[config.mk]
export PLATFORM = sky130hd
export DESIGN_NAME = debounced_fault_safety_monitor_core
export DESIGN_NICKNAME = d
export VERILOG_FILES = /design/src/rtl/core/dfsm_pkg.sv /design/src/rtl/core/dfsm_cfg_regs.sv /design/src/rtl/core/dfsm_update.sv /design/src/rtl/core/debounced_fault_safety_monitor_core.sv
export VERILOG_INCLUDE_DIRS = /design/src /design/src/rtl/core
export SDC_FILE = /design/constraint.sdc
export NUM_CORES = 1
export LEC_CHECK = 0
export ABC_AREA = 1
export BUFFER_PORTS_ARGS = -buffer_cell sky130_fd_sc_hd__buf_2
export CORE_ASPECT_RATIO = 0.75
export CORE_MARGIN = 4
export CORE_UTILIZATION = 40
export DETAILED_ROUTE_END_ITERATION = 16
export PLACE_DENSITY = 0.65
export SLEW_MARGIN = 10
export SYNTH_ARGS = -nofsm -noshare
export SYNTH_HDL_FRONTEND = slang
export SYNTH_SLANG_ARGS = --single-unit
[constraint.sdc]
create_clock -name clk -period 7.2 [get_ports clk]
set_clock_uncertainty 0.2 [all_clocks]
set_input_delay 0.72 -clock clk [delete_from_list [all_inputs] [get_ports clk]]
set_output_delay 0.72 -clock clk [all_outputs]
set_load 0.05 [all_outputs]
[src/rtl/core/assert_macros.svh]
// Assertion macros shared by the monitor RTL.
`ifndef ASSERT_MACROS_SVH
`define ASSERT_MACROS_SVH
`ifndef NO_ASSERTIONS
// Condition that holds at every clock edge outside reset.
`define DFSM_ASSERT_ALWAYS(lbl, clk, rstn, cond) \
	lbl: assert property (@(posedge clk) disable iff (!(rstn)) (cond)) \
		else $error("assertion failed");
// Consequence that holds at the clock edge after the antecedent.
`define DFSM_ASSERT_NEXT(lbl, clk, rstn, ante, cons) \
	lbl: assert property (@(posedge clk) disable iff (!(rstn)) (ante) |=> (cons)) \
		else $error("assertion failed");
`else
`define DFSM_ASSERT_ALWAYS(lbl, clk, rstn, cond)
`define DFSM_ASSERT_NEXT(lbl, clk, rstn, ante, cons)
`endif
`endif

[src/rtl/core/dfsm_pkg.sv]
// Types, codes and constants of the debounced fault safety monitor.
`default_nettype none
package dfsm_pkg;

	typedef enum logic [2:0] {
		REQ_ENCODER = 3'd0,
		REQ_CURRENT = 3'd1,
		REQ_SUPPLY  = 3'd2,
		REQ_TICK    = 3'd3,
		REQ_CLEAR   = 3'd4
	} req_code_t;

	typedef enum logic [1:0] {
		REG_ENC_TIMEOUT  = 2'd0,
		REG_OC_LIMIT     = 2'd1,
		REG_SUPPLY_LOW   = 2'd2,
		REG_RECOV_DELAY  = 2'd3
	} reg_index_t;

	localparam logic [7:0] F_STALE   = 8'h01;
	localparam logic [7:0] F_INVALID = 8'h02;
	localparam logic [7:0] F_OC_L    = 8'h04;
	localparam logic [7:0] F_OC_R    = 8'h08;
	localparam logic [7:0] F_POWER   = 8'h10;

	localparam logic [7:0] DEB_ENC_LIMIT = 8'd2;
	localparam logic [7:0] DEB_OC_LIMIT  = 8'd3;
	localparam logic [7:0] DEB_PWR_LIMIT = 8'd4;

	localparam int unsigned DEB_ENC = 0;
	localparam int unsigned DEB_OCL = 1;
	localparam int unsigned DEB_OCR = 2;
	localparam int unsigned DEB_PWR = 3;

	localparam int unsigned CNT_SAFE  = 0;
	localparam int unsigned CNT_ENC   = 1;
	localparam int unsigned CNT_OC    = 2;
	localparam int unsigned CNT_PWR   = 3;
	localparam int unsigned CNT_RECOV = 4;
	localparam int unsigned CNT_KICK  = 5;

	localparam logic [31:0] RST_ENC_TIMEOUT = 32'd500;
	localparam logic [15:0] RST_OC_LIMIT    = 16'd3000;
	localparam logic [15:0] RST_SUPPLY_LOW  = 16'd10000;
	localparam logic [31:0] RST_RECOV_DELAY = 32'd1000;

	typedef struct packed {
		logic [31:0] enc_timeout;
		logic [15:0] oc_limit;
		logic [15:0] supply_low;
		logic [31:0] recov_delay;
	} cfg_t;

	typedef struct packed {
		logic [2:0]  req_type;
		logic [31:0] now_ms;
		logic        encoder_valid;
		logic [15:0] current_left;
		logic [15:0] current_right;
		logic [15:0] supply_reading;
	} item_t;

	typedef struct packed {
		logic [7:0]       fault_bits;
		logic [7:0]       latched_bits;
		logic             safe;
		logic [31:0]      entry_time;
		logic [31:0]      last_enc;
		logic [3:0][7:0]  deb;
		logic [5:0][31:0] counts;
	} state_t;

	typedef struct packed {
		state_t st;
		logic   kick;
		logic   rec;
	} result_t;

endpackage
`default_nettype wire

[src/rtl/core/dfsm_cfg_regs.sv]
// APB-style configuration registers of the monitor.
`default_nettype none
module dfsm_cfg_regs
	import dfsm_pkg::*;
(
	input  wire logic        clk,
	input  wire logic        arst_n,
	input  wire logic        psel,
	input  wire logic        penable,
	input  wire logic        pwrite,
	input  wire logic [3:0]  paddr,
	input  wire logic [31:0] pwdata,
	output logic      [31:0] prdata,
	output logic             pready,
	output cfg_t             cfg
);

	cfg_t       cfg_q;
	reg_index_t idx;

	assign idx    = reg_index_t'(paddr[3:2]);
	assign pready = 1'b1;
	assign cfg    = cfg_q;

	always_ff @(posedge clk or negedge arst_n) begin
		if (!arst_n) begin
			cfg_q.enc_timeout <= RST_ENC_TIMEOUT;
			cfg_q.oc_limit    <= RST_OC_LIMIT;
			cfg_q.supply_low  <= RST_SUPPLY_LOW;
			cfg_q.recov_delay <= RST_RECOV_DELAY;
		end else if (psel && penable && pwrite) begin
			case (idx)
				REG_ENC_TIMEOUT: cfg_q.enc_timeout <= pwdata;
				REG_OC_LIMIT:    cfg_q.oc_limit    <= pwdata[15:0];
				REG_SUPPLY_LOW:  cfg_q.supply_low  <= pwdata[15:0];
				REG_RECOV_DELAY: cfg_q.recov_delay <= pwdata;
				default: ;
			endcase
		end
	end

	always_comb begin
		case (idx)
			REG_ENC_TIMEOUT: prdata = cfg_q.enc_timeout;
			REG_OC_LIMIT:    prdata = {16'd0, cfg_q.oc_limit};
			REG_SUPPLY_LOW:  prdata = {16'd0, cfg_q.supply_low};
			REG_RECOV_DELAY: prdata = cfg_q.recov_delay;
			default:         prdata = 32'd0;
		endcase
	end

endmodule
`default_nettype wire

[src/rtl/core/dfsm_update.sv]
// Next-state and result logic for one monitoring transaction.
`default_nettype none
module dfsm_update
	import dfsm_pkg::*;
(
	input  wire item_t  item,
	input  wire cfg_t   cfg,
	input  wire state_t cur,
	output result_t res
);

	logic [31:0] enc_age;
	logic [31:0] safe_age;
	logic        enter;
	logic        ocl_conf;
	logic        ocr_conf;
	state_t      nxt;

	function automatic logic [7:0] sat_inc(input logic [7:0] v);
		sat_inc = (v == 8'hFF) ? v : v + 8'd1;
	endfunction

	assign enc_age  = item.now_ms - cur.last_enc;
	assign safe_age = item.now_ms - cur.entry_time;

	always_comb begin
		nxt      = cur;
		enter    = 1'b0;
		ocl_conf = 1'b0;
		ocr_conf = 1'b0;
		res.kick = 1'b0;
		res.rec  = 1'b0;
		case (req_code_t'(item.req_type))
			REQ_ENCODER: begin
				if (item.encoder_valid) begin
					nxt.last_enc     = item.now_ms;
					nxt.deb[DEB_ENC] = 8'd0;
					nxt.fault_bits   = cur.fault_bits & ~(F_STALE | F_INVALID);
				end else if (enc_age > cfg.enc_timeout) begin
					nxt.deb[DEB_ENC] = sat_inc(cur.deb[DEB_ENC]);
					if (nxt.deb[DEB_ENC] >= DEB_ENC_LIMIT) begin
						nxt.fault_bits       = cur.fault_bits | F_STALE | F_INVALID;
						nxt.latched_bits     = cur.latched_bits | F_INVALID;
						nxt.counts[CNT_ENC]  = cur.counts[CNT_ENC] + 32'd1;
						enter                = 1'b1;
					end
				end
			end
			REQ_CURRENT: begin
				if (item.current_left > cfg.oc_limit) begin
					nxt.deb[DEB_OCL] = sat_inc(cur.deb[DEB_OCL]);
					ocl_conf         = nxt.deb[DEB_OCL] >= DEB_OC_LIMIT;
				end else begin
					nxt.deb[DEB_OCL] = 8'd0;
				end
				if (item.current_right > cfg.oc_limit) begin
					nxt.deb[DEB_OCR] = sat_inc(cur.deb[DEB_OCR]);
					ocr_conf         = nxt.deb[DEB_OCR] >= DEB_OC_LIMIT;
				end else begin
					nxt.deb[DEB_OCR] = 8'd0;
				end
				// A reading at or below the limit clears that motor's active bit.
				nxt.fault_bits = cur.fault_bits
					& ~((item.current_left  > cfg.oc_limit) ? 8'd0 : F_OC_L)
					& ~((item.current_right > cfg.oc_limit) ? 8'd0 : F_OC_R);
				nxt.fault_bits   = nxt.fault_bits | (ocl_conf ? F_OC_L : 8'd0)
					| (ocr_conf ? F_OC_R : 8'd0);
				nxt.latched_bits = cur.latched_bits | (ocl_conf ? F_OC_L : 8'd0)
					| (ocr_conf ? F_OC_R : 8'd0);
				nxt.counts[CNT_OC] = cur.counts[CNT_OC] + {31'd0, ocl_conf}
					+ {31'd0, ocr_conf};
				enter = ocl_conf | ocr_conf;
			end
			REQ_SUPPLY: begin
				if (item.supply_reading < cfg.supply_low) begin
					nxt.deb[DEB_PWR] = sat_inc(cur.deb[DEB_PWR]);
					if (nxt.deb[DEB_PWR] >= DEB_PWR_LIMIT) begin
						nxt.fault_bits      = cur.fault_bits | F_POWER;
						nxt.latched_bits    = cur.latched_bits | F_POWER;
						nxt.counts[CNT_PWR] = cur.counts[CNT_PWR] + 32'd1;
						enter               = 1'b1;
					end
				end else begin
					nxt.deb[DEB_PWR] = 8'd0;
					nxt.fault_bits   = cur.fault_bits & ~F_POWER;
				end
			end
			REQ_TICK: begin
				if (!cur.safe) begin
					res.kick             = 1'b1;
					nxt.counts[CNT_KICK] = cur.counts[CNT_KICK] + 32'd1;
				end else if (cur.fault_bits == 8'd0 && safe_age > cfg.recov_delay) begin
					nxt.safe              = 1'b0;
					nxt.counts[CNT_RECOV] = cur.counts[CNT_RECOV] + 32'd1;
					nxt.last_enc          = item.now_ms;
					res.rec               = 1'b1;
				end
			end
			REQ_CLEAR: begin
				nxt.fault_bits   = 8'd0;
				nxt.latched_bits = 8'd0;
				nxt.deb          = '0;
				nxt.safe         = 1'b0;
			end
			default: ;
		endcase
		// Entry into the safe state happens once; a later confirmation leaves the time.
		if (enter && !cur.safe) begin
			nxt.safe             = 1'b1;
			nxt.entry_time       = item.now_ms;
			nxt.counts[CNT_SAFE] = cur.counts[CNT_SAFE] + 32'd1;
		end
		res.st = nxt;
	end

endmodule
`default_nettype wire

[src/rtl/core/debounced_fault_safety_monitor_core.sv]
// Top level of the debounced fault safety monitor.
`default_nettype none
`include "assert_macros.svh"
// The monitor takes one event transaction per clock cycle (encoder check, motor
// current check, supply check, tick or fault clear) and returns one result
// transaction for each, in order. A transaction accepted on the request side is
// held in an input register; the update logic reads it together with the fault
// state and the configuration, and the new state and the result are written at the
// same edge once the result register is free, so a new transaction can follow in
// every cycle while the result side does not stall. The sustained rate of one
// transaction per cycle is set by the state update loop. When the result register
// is full and stalled, the input register still fills, and the request side is
// stalled only while both hold a transaction. The user must write configuration
// through the APB port only while no transaction is in flight; the block does not
// enforce this. The registers lie at byte addresses 0, 4, 8 and 12 in the order
// encoder timeout, overcurrent limit, low-supply threshold and recovery delay.
module debounced_fault_safety_monitor_core
	import dfsm_pkg::*;
(
	input  wire logic        clk,
	input  wire logic        arst_n,
	// configuration port
	input  wire logic        psel,
	input  wire logic        penable,
	input  wire logic        pwrite,
	input  wire logic [3:0]  paddr,
	input  wire logic [31:0] pwdata,
	output logic      [31:0] prdata,
	output logic             pready,
	// request channel
	input  wire logic        req_valid,
	output logic             req_stall,
	input  wire logic [2:0]  req_type,
	input  wire logic [31:0] now_ms,
	input  wire logic        encoder_valid,
	input  wire logic [15:0] current_left,
	input  wire logic [15:0] current_right,
	input  wire logic [15:0] supply_reading,
	// result channel
	output logic             rsp_valid,
	input  wire logic        rsp_stall,
	output logic      [7:0]  active_faults,
	output logic      [7:0]  latched_faults,
	output logic             safe_state,
	output logic             watchdog_kick,
	output logic             recovered,
	output logic      [31:0] safe_entries,
	output logic      [31:0] encoder_timeout_events,
	output logic      [31:0] overcurrent_count,
	output logic      [31:0] power_low_count,
	output logic      [31:0] recovery_count,
	output logic      [31:0] kick_count
);

	cfg_t    cfg;
	item_t   item_s1;
	logic    valid_s1;
	result_t result_s2;
	logic    valid_s2;
	state_t  state_q;
	result_t upd;
	logic    move_s1;
	logic    take_in;

	dfsm_cfg_regs u_cfg (
		.clk    (clk),
		.arst_n (arst_n),
		.psel   (psel),
		.penable(penable),
		.pwrite (pwrite),
		.paddr  (paddr),
		.pwdata (pwdata),
		.prdata (prdata),
		.pready (pready),
		.cfg    (cfg)
	);

	// The stage moves on when the result register is empty or being emptied.
	assign move_s1   = valid_s1 && (!valid_s2 || !rsp_stall);
	assign req_stall = valid_s1 && !move_s1;
	assign take_in   = req_valid && !req_stall;

	always_ff @(posedge clk or negedge arst_n) begin
		if (!arst_n) begin
			valid_s1 <= 1'b0;
		end else if (take_in) begin
			valid_s1 <= 1'b1;
		end else if (move_s1) begin
			valid_s1 <= 1'b0;
		end
	end

	always_ff @(posedge clk) begin
		if (take_in) begin
			item_s1.req_type       <= req_type;
			item_s1.now_ms         <= now_ms;
			item_s1.encoder_valid  <= encoder_valid;
			item_s1.current_left   <= current_left;
			item_s1.current_right  <= current_right;
			item_s1.supply_reading <= supply_reading;
		end
	end

	dfsm_update u_update (
		.item(item_s1),
		.cfg (cfg),
		.cur (state_q),
		.res (upd)
	);

	// Fault state advances exactly once for each transaction leaving the input stage.
	always_ff @(posedge clk or negedge arst_n) begin
		if (!arst_n) begin
			state_q  <= '0;
			valid_s2 <= 1'b0;
		end else begin
			if (move_s1) begin
				state_q <= upd.st;
			end
			if (move_s1) begin
				valid_s2 <= 1'b1;
			end else if (!rsp_stall) begin
				valid_s2 <= 1'b0;
			end
		end
	end

	always_ff @(posedge clk) begin
		if (move_s1) begin
			result_s2 <= upd;
		end
	end

	assign rsp_valid              = valid_s2;
	assign active_faults          = result_s2.st.fault_bits;
	assign latched_faults         = result_s2.st.latched_bits;
	assign safe_state             = result_s2.st.safe;
	assign watchdog_kick          = result_s2.kick;
	assign recovered              = result_s2.rec;
	assign safe_entries           = result_s2.st.counts[CNT_SAFE];
	assign encoder_timeout_events = result_s2.st.counts[CNT_ENC];
	assign overcurrent_count      = result_s2.st.counts[CNT_OC];
	assign power_low_count        = result_s2.st.counts[CNT_PWR];
	assign recovery_count         = result_s2.st.counts[CNT_RECOV];
	assign kick_count             = result_s2.st.counts[CNT_KICK];

	// A set overcurrent, power or invalid bit is always latched as well.
	`DFSM_ASSERT_ALWAYS(a_active_latched, clk, arst_n,
		(state_q.fault_bits & ~state_q.latched_bits & 8'h1E) == 8'd0)
	// The stale bit never stands without the invalid bit.
	`DFSM_ASSERT_ALWAYS(a_stale_invalid, clk, arst_n,
		!state_q.fault_bits[0] || state_q.fault_bits[1])
	// A recovery leaves the safe state and never kicks the watchdog in the same result.
	`DFSM_ASSERT_ALWAYS(a_recover_result, clk, arst_n,
		!(valid_s2 && recovered) || (!safe_state && !watchdog_kick))
	// The state holds while no transaction leaves the input stage.
	`DFSM_ASSERT_NEXT(a_state_hold, clk, arst_n, !move_s1, $stable(state_q))
	// A stalled result is not overwritten.
	`DFSM_ASSERT_NEXT(a_result_hold, clk, arst_n, valid_s2 && rsp_stall,
		valid_s2 && $stable(result_s2))

endmodule
`default_nettype wire

==> run_results.csv, run 1 <==
group,metric,value,unit
detailed_routing,avgViaCountPerCell,5.07,
detailed_routing,wirelength,110000,um
floorplan,rows,98,
critical_path,timing.rr.start,"item_s1[49]",
critical_path,crit_arrival,6.68,ns
synthesis,synth_edf_count,295,
finish,final_common_cell,"nand2_1",
detailed_routing,routedWlPerCell,17.4,um
synthesis,synthDistinctLibCells,57,
global_routing,grt-ovfl-total,0,
sta,worstMarginPinSlew,1.23,ns
synthesis,synth_area,38400,um2
power,finalPower,14400,uW
synthesis,ys_warn_count,0,
clocking,cts-resized-gates,0,
synthesis,ys_top_cells_by_area,"dfrtp_1 25%, edfxtp_1 23%, nand2_1 14%",
power,switching_power,5600,uW
floorplan,fp.dieW,366,um
sta,hold_violations,0,
global_routing,grt_use_total,0.215,
critical_path,rrSetupSlack,0.82,ns
synthesis,syn-instance-count,4600,
synthesis,ys.flop_type,"dfrtp_1",
run_status,status,"completed",
finish,final_area,44900,um2
floorplan,pin_count,373,
global_routing,grt_max_degree,199,
critical_path,required,7.50,ns
clocking,numCtsBuffers,77,
clocking,post_cts_buffers,0,
placed_design,place.gp.congestion,0.917,
sta,tns,0,ns
power,switching_share,0.389,
finish,multi_input_area,16800,um2
clocking,cts_max_level,3,
sta,fmax,157,MHz
floorplan,core_area,95300,um2
clocking,root_buffer,"clkbuf_16",
sta,slew_headroom,0.176,
power,clock_power_share,0.291,
synthesis,syn_avg_cell_area,8.35,um2
synthesis,ys_async_sr_fraction,0.577,
power,power_leakage,0.0207,uW
worst_hold_path,worstHoldPathCells,1,
clocking,tritoncts,"yes",
synthesis,netlist.area_leader.share,0.247,
global_routing,antenna_found_initial,5,
detailed_routing,postRouteAntennaNets,0,
critical_path,crit_path_start_kind,"register",
global_routing,grt_pass1_wl,173000,um
finish,final_cell_mix,"1386 x nand2_1, 540 x inv_1, 379 x dfrtp_1, 368 x buf_2, 364 x o21ai_0",
critical_path,critPathMaxFanout,64,
clocking,clk_latency,0.67,ns
floorplan,die-area,101000,um2
flow_run,drv_cap,0,
finish,area_growth_syn_to_layout,17.0,%
critical_path,r2r_end,"state_q[250]",
critical_path,path_class,"register to register",
sta,slew_violations,0,
finish,fin_nets,5330,
power,seqPwrFrac,0.353,
critical_path,r2r_cells,26,
sta,setup_violations,0,
detailed_routing,drt_first_pass_iters,5,
finish,layout-drive-gt1-share,0.122,
placed_design,io_buffer_count,369,
sta,rsz0062_at_grt,"no",
sta,finalCriticalPeriod,6.38,ns
worst_hold_path,hold_path_end,"item_s1[53]",
detailed_routing,vias,32101,
clocking,cts.sinks,698,
worst_hold_path,worstHoldStart,"now_ms[4]",
power,p_int,8780,uW
synthesis,synth_area_leader_cell,"dfrtp_1",
placed_design,dp_hpwl,81400,um
power,ir_drop,0.180,mV
synthesis,ys_ff_latch,698,
floorplan,die_y,276,um
placed_design,dpl-instance-area,41500,um2
worst_hold_path,hold_class,"input pin to register",
clocking,clkTransAtPathRegs,0.07,ns
synthesis,ys_seq_area_frac,0.494,
global_routing,grt_pass1_vias,30003,
sta,post-route-period-util,0.886,
synthesis,synth_nets,4913,
clocking,clockBufferDepth,3,
finish,fillCellCount,9140,
power,p_per_area,320,nW/um2
critical_path,endpoint_kind,"register",
finish,regArea,19000,um2
power,comb_power_share,0.356,
detailed_routing,route.detailed.drc,0,
detailed_routing,drt_iter0_markers,3019,
floorplan,start_util,0.403,
==> power groups by stage <==
stage | logic [uW] | registers (uW) | clock network, uW
CTS | 5080 | 5080 | 4300
global route | 5720 | 5140 | 4460
global placement | 4910 | 5140 | 0
floorplan | 3120 | 5550 | 0
detailed placement | 5030 | 5150 | 0
finish | 5120 | 5080 | 4180
==> final cells by class <==
cell class	instances	area share
Antenna cell	3	0.000167
Clock buffer	97	0.0459
Tap cell	1250	0.0348
Timing Repair Buffer	469	0.0633
Clock inverter	47	0.0132
Multi-Input combinational cell	3222	0.374
Inverter	549	0.0460
Sequential cell	698	0.422
==> cells in the mapped netlist, types with 9 or more instances <==
library cell / instances
buf_2: 15
o21ai_1: 17
a31oi_1: 9
buf_1: 11
nor2_1: 305
nor2_2: 10
nor3_1: 83
o22ai_1: 37
xnor2_1: 39
nor4_1: 32
nand2_2: 17
and2_1: 15
dfstp_2: 24
nand4_1: 60
o21a_1: 12
ha_1: 183
clkbuf_1: 94
o21ai_2: 16
dfrtp_1: 379
a21oi_1: 199
o21ai_0: 364
nand3_1: 195
inv_1: 542
nand2_1: 1388
edfxtp_1: 295
xor2_1: 175
==> metrics by stage <==
stage	setup WS (ns)	instances	hold WS, ns	util
2_1_floorplan	2.37	4600	0.224	-
3_3_place_gp	1.14	6114	0.266	0.436
3_5_place_dp	1.08	6114	0.273	0.436
4_1_cts	1.05	6332	0.000627	0.471
5_1_grt	0.339	6334	0.00293	0.472
6_report	0.822	6335	0.0566	0.472
==> worst max path at each step <==
stage                      from                to  slack [ns]  depth (start not counted)
finish              item_s1[49]      state_q[250]        0.82                         26
global route        item_s1[49]      state_q[250]        0.34                         27
CTS                 item_s1[49]      state_q[237]        1.05                         27
detailed placement  item_s1[49]      state_q[231]        1.08                         27
global placement    item_s1[49]      state_q[255]        1.14                         27
floorplan             rsp_stall  active_faults[0]        2.37                          5
==> critical path: stages, from the launching register on <==
cell      delay [ns]
edfxtp_1        0.34
inv_1           0.07
ha_1            0.19
inv_1           0.10
fa_1            0.20
nand2_1         0.05
inv_1           0.06
nand2_1         0.04
nand2_1         0.10
a21oi_1         0.13
o21ai_0         0.67
a21oi_1         0.25
o21ai_0         0.36
nand2_1         0.16
o211ai_1        0.20
nand2_1         0.10
ha_1            0.28
nand2_1         0.08
o21bai_1        0.11
nand3_1         0.09
nor2_1          0.50
nand2_1         0.43
nand2_1         0.35
inv_2           0.20
o21ai_4         0.15
buf_4           0.52
a21oi_1         0.17
==> layer usage <==
metal | GRT usage | vias to the layer above | wire [um]
met5 | 0 | - | 0
li1 | - | 15899 | -
met3 | 0.0434 | 148 | 7440
met4 | 0.0594 | 0 | 2760
met1 | 0.328 | 15094 | 54400
met2 | 0.308 | 960 | 45500
==> what timing repair did <==
action | 4_1_cts | 5_1_grt
hold buffers | 74 | 0
endpoints found under the hold margin | 129 | 0
setup endpoints to repair | 0 | 0
==> sequential cells by signal (all words and copies together), names as in the netlist <==
signal / cells
rsp_valid: 1
safe_state: 1
encoder_timeout_events: 32
u_cfg.cfg: 96
power_low_count: 32
valid_s1: 1
state_q: 305
item_s1: 84
active_faults: 8
watchdog_kick: 1
latched_faults: 8
recovered: 1
kick_count: 32
recovery_count: 32
overcurrent_count: 32
safe_entries: 32
==> kinds of logic (layout without fill, tap and decap cells) <==
family                   Yosys count  count (layout)  synth area share
AO/OA/AOI/OAI                    684             684            0.0951
XOR/XNOR                         214             214            0.0488
adder cells (fa/ha/maj)          186             186            0.0612
buffers and inverters            680            1162            0.0687
flip-flops                       698             698             0.494
other                              1               4         0.0000976
AND/OR/NAND/NOR                 2137            2137             0.232
Note: power is estimated with default switching activity, not from simulation.
==> run 2: changes to the inputs <==
- CORE_MARGIN: 4 -> 8
==> run_results.csv, run 2 (synthesized netlist as in run 1, its figures left out) <==
group,metric,value,unit
floorplan,pin_count,373,
detailed_routing,drt_iter0_markers,2694,
critical_path,crit_path_start_kind,"register",
sta,tns,0,ns
detailed_routing,postRouteAntennaNets,0,
finish,fin_nets,5319,
detailed_routing,drt_first_pass_iters,6,
detailed_routing,vias,31882,
clocking,cts_max_level,3,
power,clock_power_share,0.297,
finish,final_common_cell,"nand2_1",
sta,rsz0062_at_grt,"no",
critical_path,worst_path_max_delay_cell,"o21ai_0",
floorplan,rows,98,
clocking,post_cts_buffers,0,
clocking,clockBufferDepth,3,
power,seqPwrFrac,0.351,
power,switching_share,0.387,
sta,slew_headroom,0.209,
placed_design,dp_hpwl,83200,um
finish,final_cell_mix,"1386 x nand2_1, 539 x inv_1, 379 x dfrtp_1, 368 x buf_2, 364 x o21ai_0",
finish,largest_reg_flops,305,
global_routing,grt_use_total,0.207,
sta,finalWorstSetupSlack,0.817,ns
global_routing,grt_max_degree,195,
global_routing,antenna_found_initial,4,
detailed_routing,routedWlPerCell,17.8,um
placed_design,pre_cts_ws,0.989,ns
clocking,clkTransAtPathRegs,0.06,ns
worst_hold_path,hold_class,"input pin to register",
detailed_routing,avgViaCountPerCell,5.04,
critical_path,cp_common_cell,"nand2_1",
critical_path,crit_arrival,6.69,ns
power,comb_power_share,0.352,
power,p_per_area,322,nW/um2
power,ir_drop,0.207,mV
detailed_routing,wirelength,112000,um
critical_path,endpoint_kind,"register",
floorplan,die-area,106000,um2
clocking,tritoncts,"yes",
clocking,cts.sinks,698,
sta,fmax,157,MHz
global_routing,grt_pass1_wl,177000,um
detailed_routing,route.detailed.drc,0,
finish,fillCellCount,9193,
floorplan,fp.dieW,374,um
sta,finalCriticalPeriod,6.38,ns
finish,top_register,"state_q",
clocking,cts-resized-gates,0,
sta,hold_violations,0,
clocking,numCtsBuffers,77,
clocking,root_buffer,"clkbuf_16",
finish,area_growth_syn_to_layout,16.9,%
critical_path,path_class,"register to register",
clocking,clk_latency,0.67,ns
critical_path,required,7.50,ns
finish,layout-drive-gt1-share,0.123,
run_status,status,"completed",
floorplan,core_area,95300,um2
placed_design,io_buffer_count,369,
sta,post-route-period-util,0.887,
sta,worstMarginPinSlew,1.18,ns
global_routing,grt-ovfl-total,0,
sta,slew_violations,0,
power,power_leakage,0.0207,uW
floorplan,die_y,284,um
global_routing,grt_pass1_vias,30246,
power,switching_power,5600,uW
flow_run,drv_cap,0,
power,p_int,8870,uW
critical_path,max_stage_delay,0.61,ns
placed_design,place.gp.congestion,0.909,
sta,setup_violations,0,
critical_path,critPathMaxFanout,64,
floorplan,start_util,0.403,
run 2: cell count changes in the layout (fill, tap and decap cells not counted):
cell	previous run	this run
nand2_2	19	18
dlygate4sd3_1	74	64
buf_4	22	21
clkbuf_1	15	11
nand2_4	1	2
diode_2	3	1
clkinvlp_4	2	3
inv_6	4	3
clkinv_2	19	16
clkinv_4	2	5
inv_1	540	539
bufinv_16	11	14
run 2: worst max-delay path: cells and delay by family (launching register included):
kind | cells | cell delay, ns
compound gates | 7 | 1.78
fa+ha+maj | 3 | 0.64
flops | 1 | 0.35
simple gates | 11 | 2.04
xor+xnor | 1 | 0.19
buf+inv | 5 | 0.94
run 2: what timing repair did:
item	in CTS	in global routing
setup endpoints to repair	0	0
hold buffers	63	1
hold endpoints to repair	130	1
run 2: worst paths after layout:
check / from / to / slack (ns) / depth (start not counted)
worst max register to register: item_s1[49] / state_q[252] / 0.82 / 27
max in group asynchronous: arst_n / state_q[191] / 5.00 / 3
worst min register to register: u_cfg.cfg[84] / u_cfg.cfg[84] / 0.29 / 2
worst max-delay path: item_s1[49] / state_q[252] / 0.82 / 27
min in group asynchronous: arst_n / u_cfg.cfg[54] / 0.46 / 2
worst min-delay path: now_ms[14] / item_s1[63] / 0.05 / 1
run 2: per-layer routing:
layer / GRT usage / share of wire
met1: 0.313 / 0.49
met2: 0.297 / 0.41
met3: 0.0438 / 0.069
met4: 0.0541 / 0.024
met5: 0 / 0.00026
run 2: per-stage QoR:
step	power (uW)	util	hold slack (ns)	instances	cell area (um2)
finish	14500	0.471	0.0508	6320	44900
global route	15400	0.471	0.00262	6320	44900
CTS	14600	0.471	0.00136	6318	44900
detailed placement	10200	0.436	0.273	6113	41500
global placement	10100	0.436	0.265	6113	41500
floorplan	8660	-	0.224	4600	38400
run 2: layout make-up:
cell class	count	area, um2	share of cell area
antenna	1	2.50	0.0000557
inverter	549	2060	0.0460
multi-input combinational	3222	16800	0.375
sequential	698	19000	0.423
timing repair buffer	458	2740	0.0609
tap	1250	1560	0.0348
clock inverter	49	689	0.0154
clock buffer	93	2050	0.0456
run 2: power by group through the flow:
| stage | clock network, uW | registers, uW | logic, uW |
|---|---|---|---|
| floorplan | 0 | 5550 | 3120 |
| global placement | 0 | 5140 | 4930 |
| detailed placement | 0 | 5150 | 5020 |
| CTS | 4430 | 5080 | 5070 |
| global route | 4580 | 5140 | 5710 |
| finish | 4310 | 5070 | 5090 |
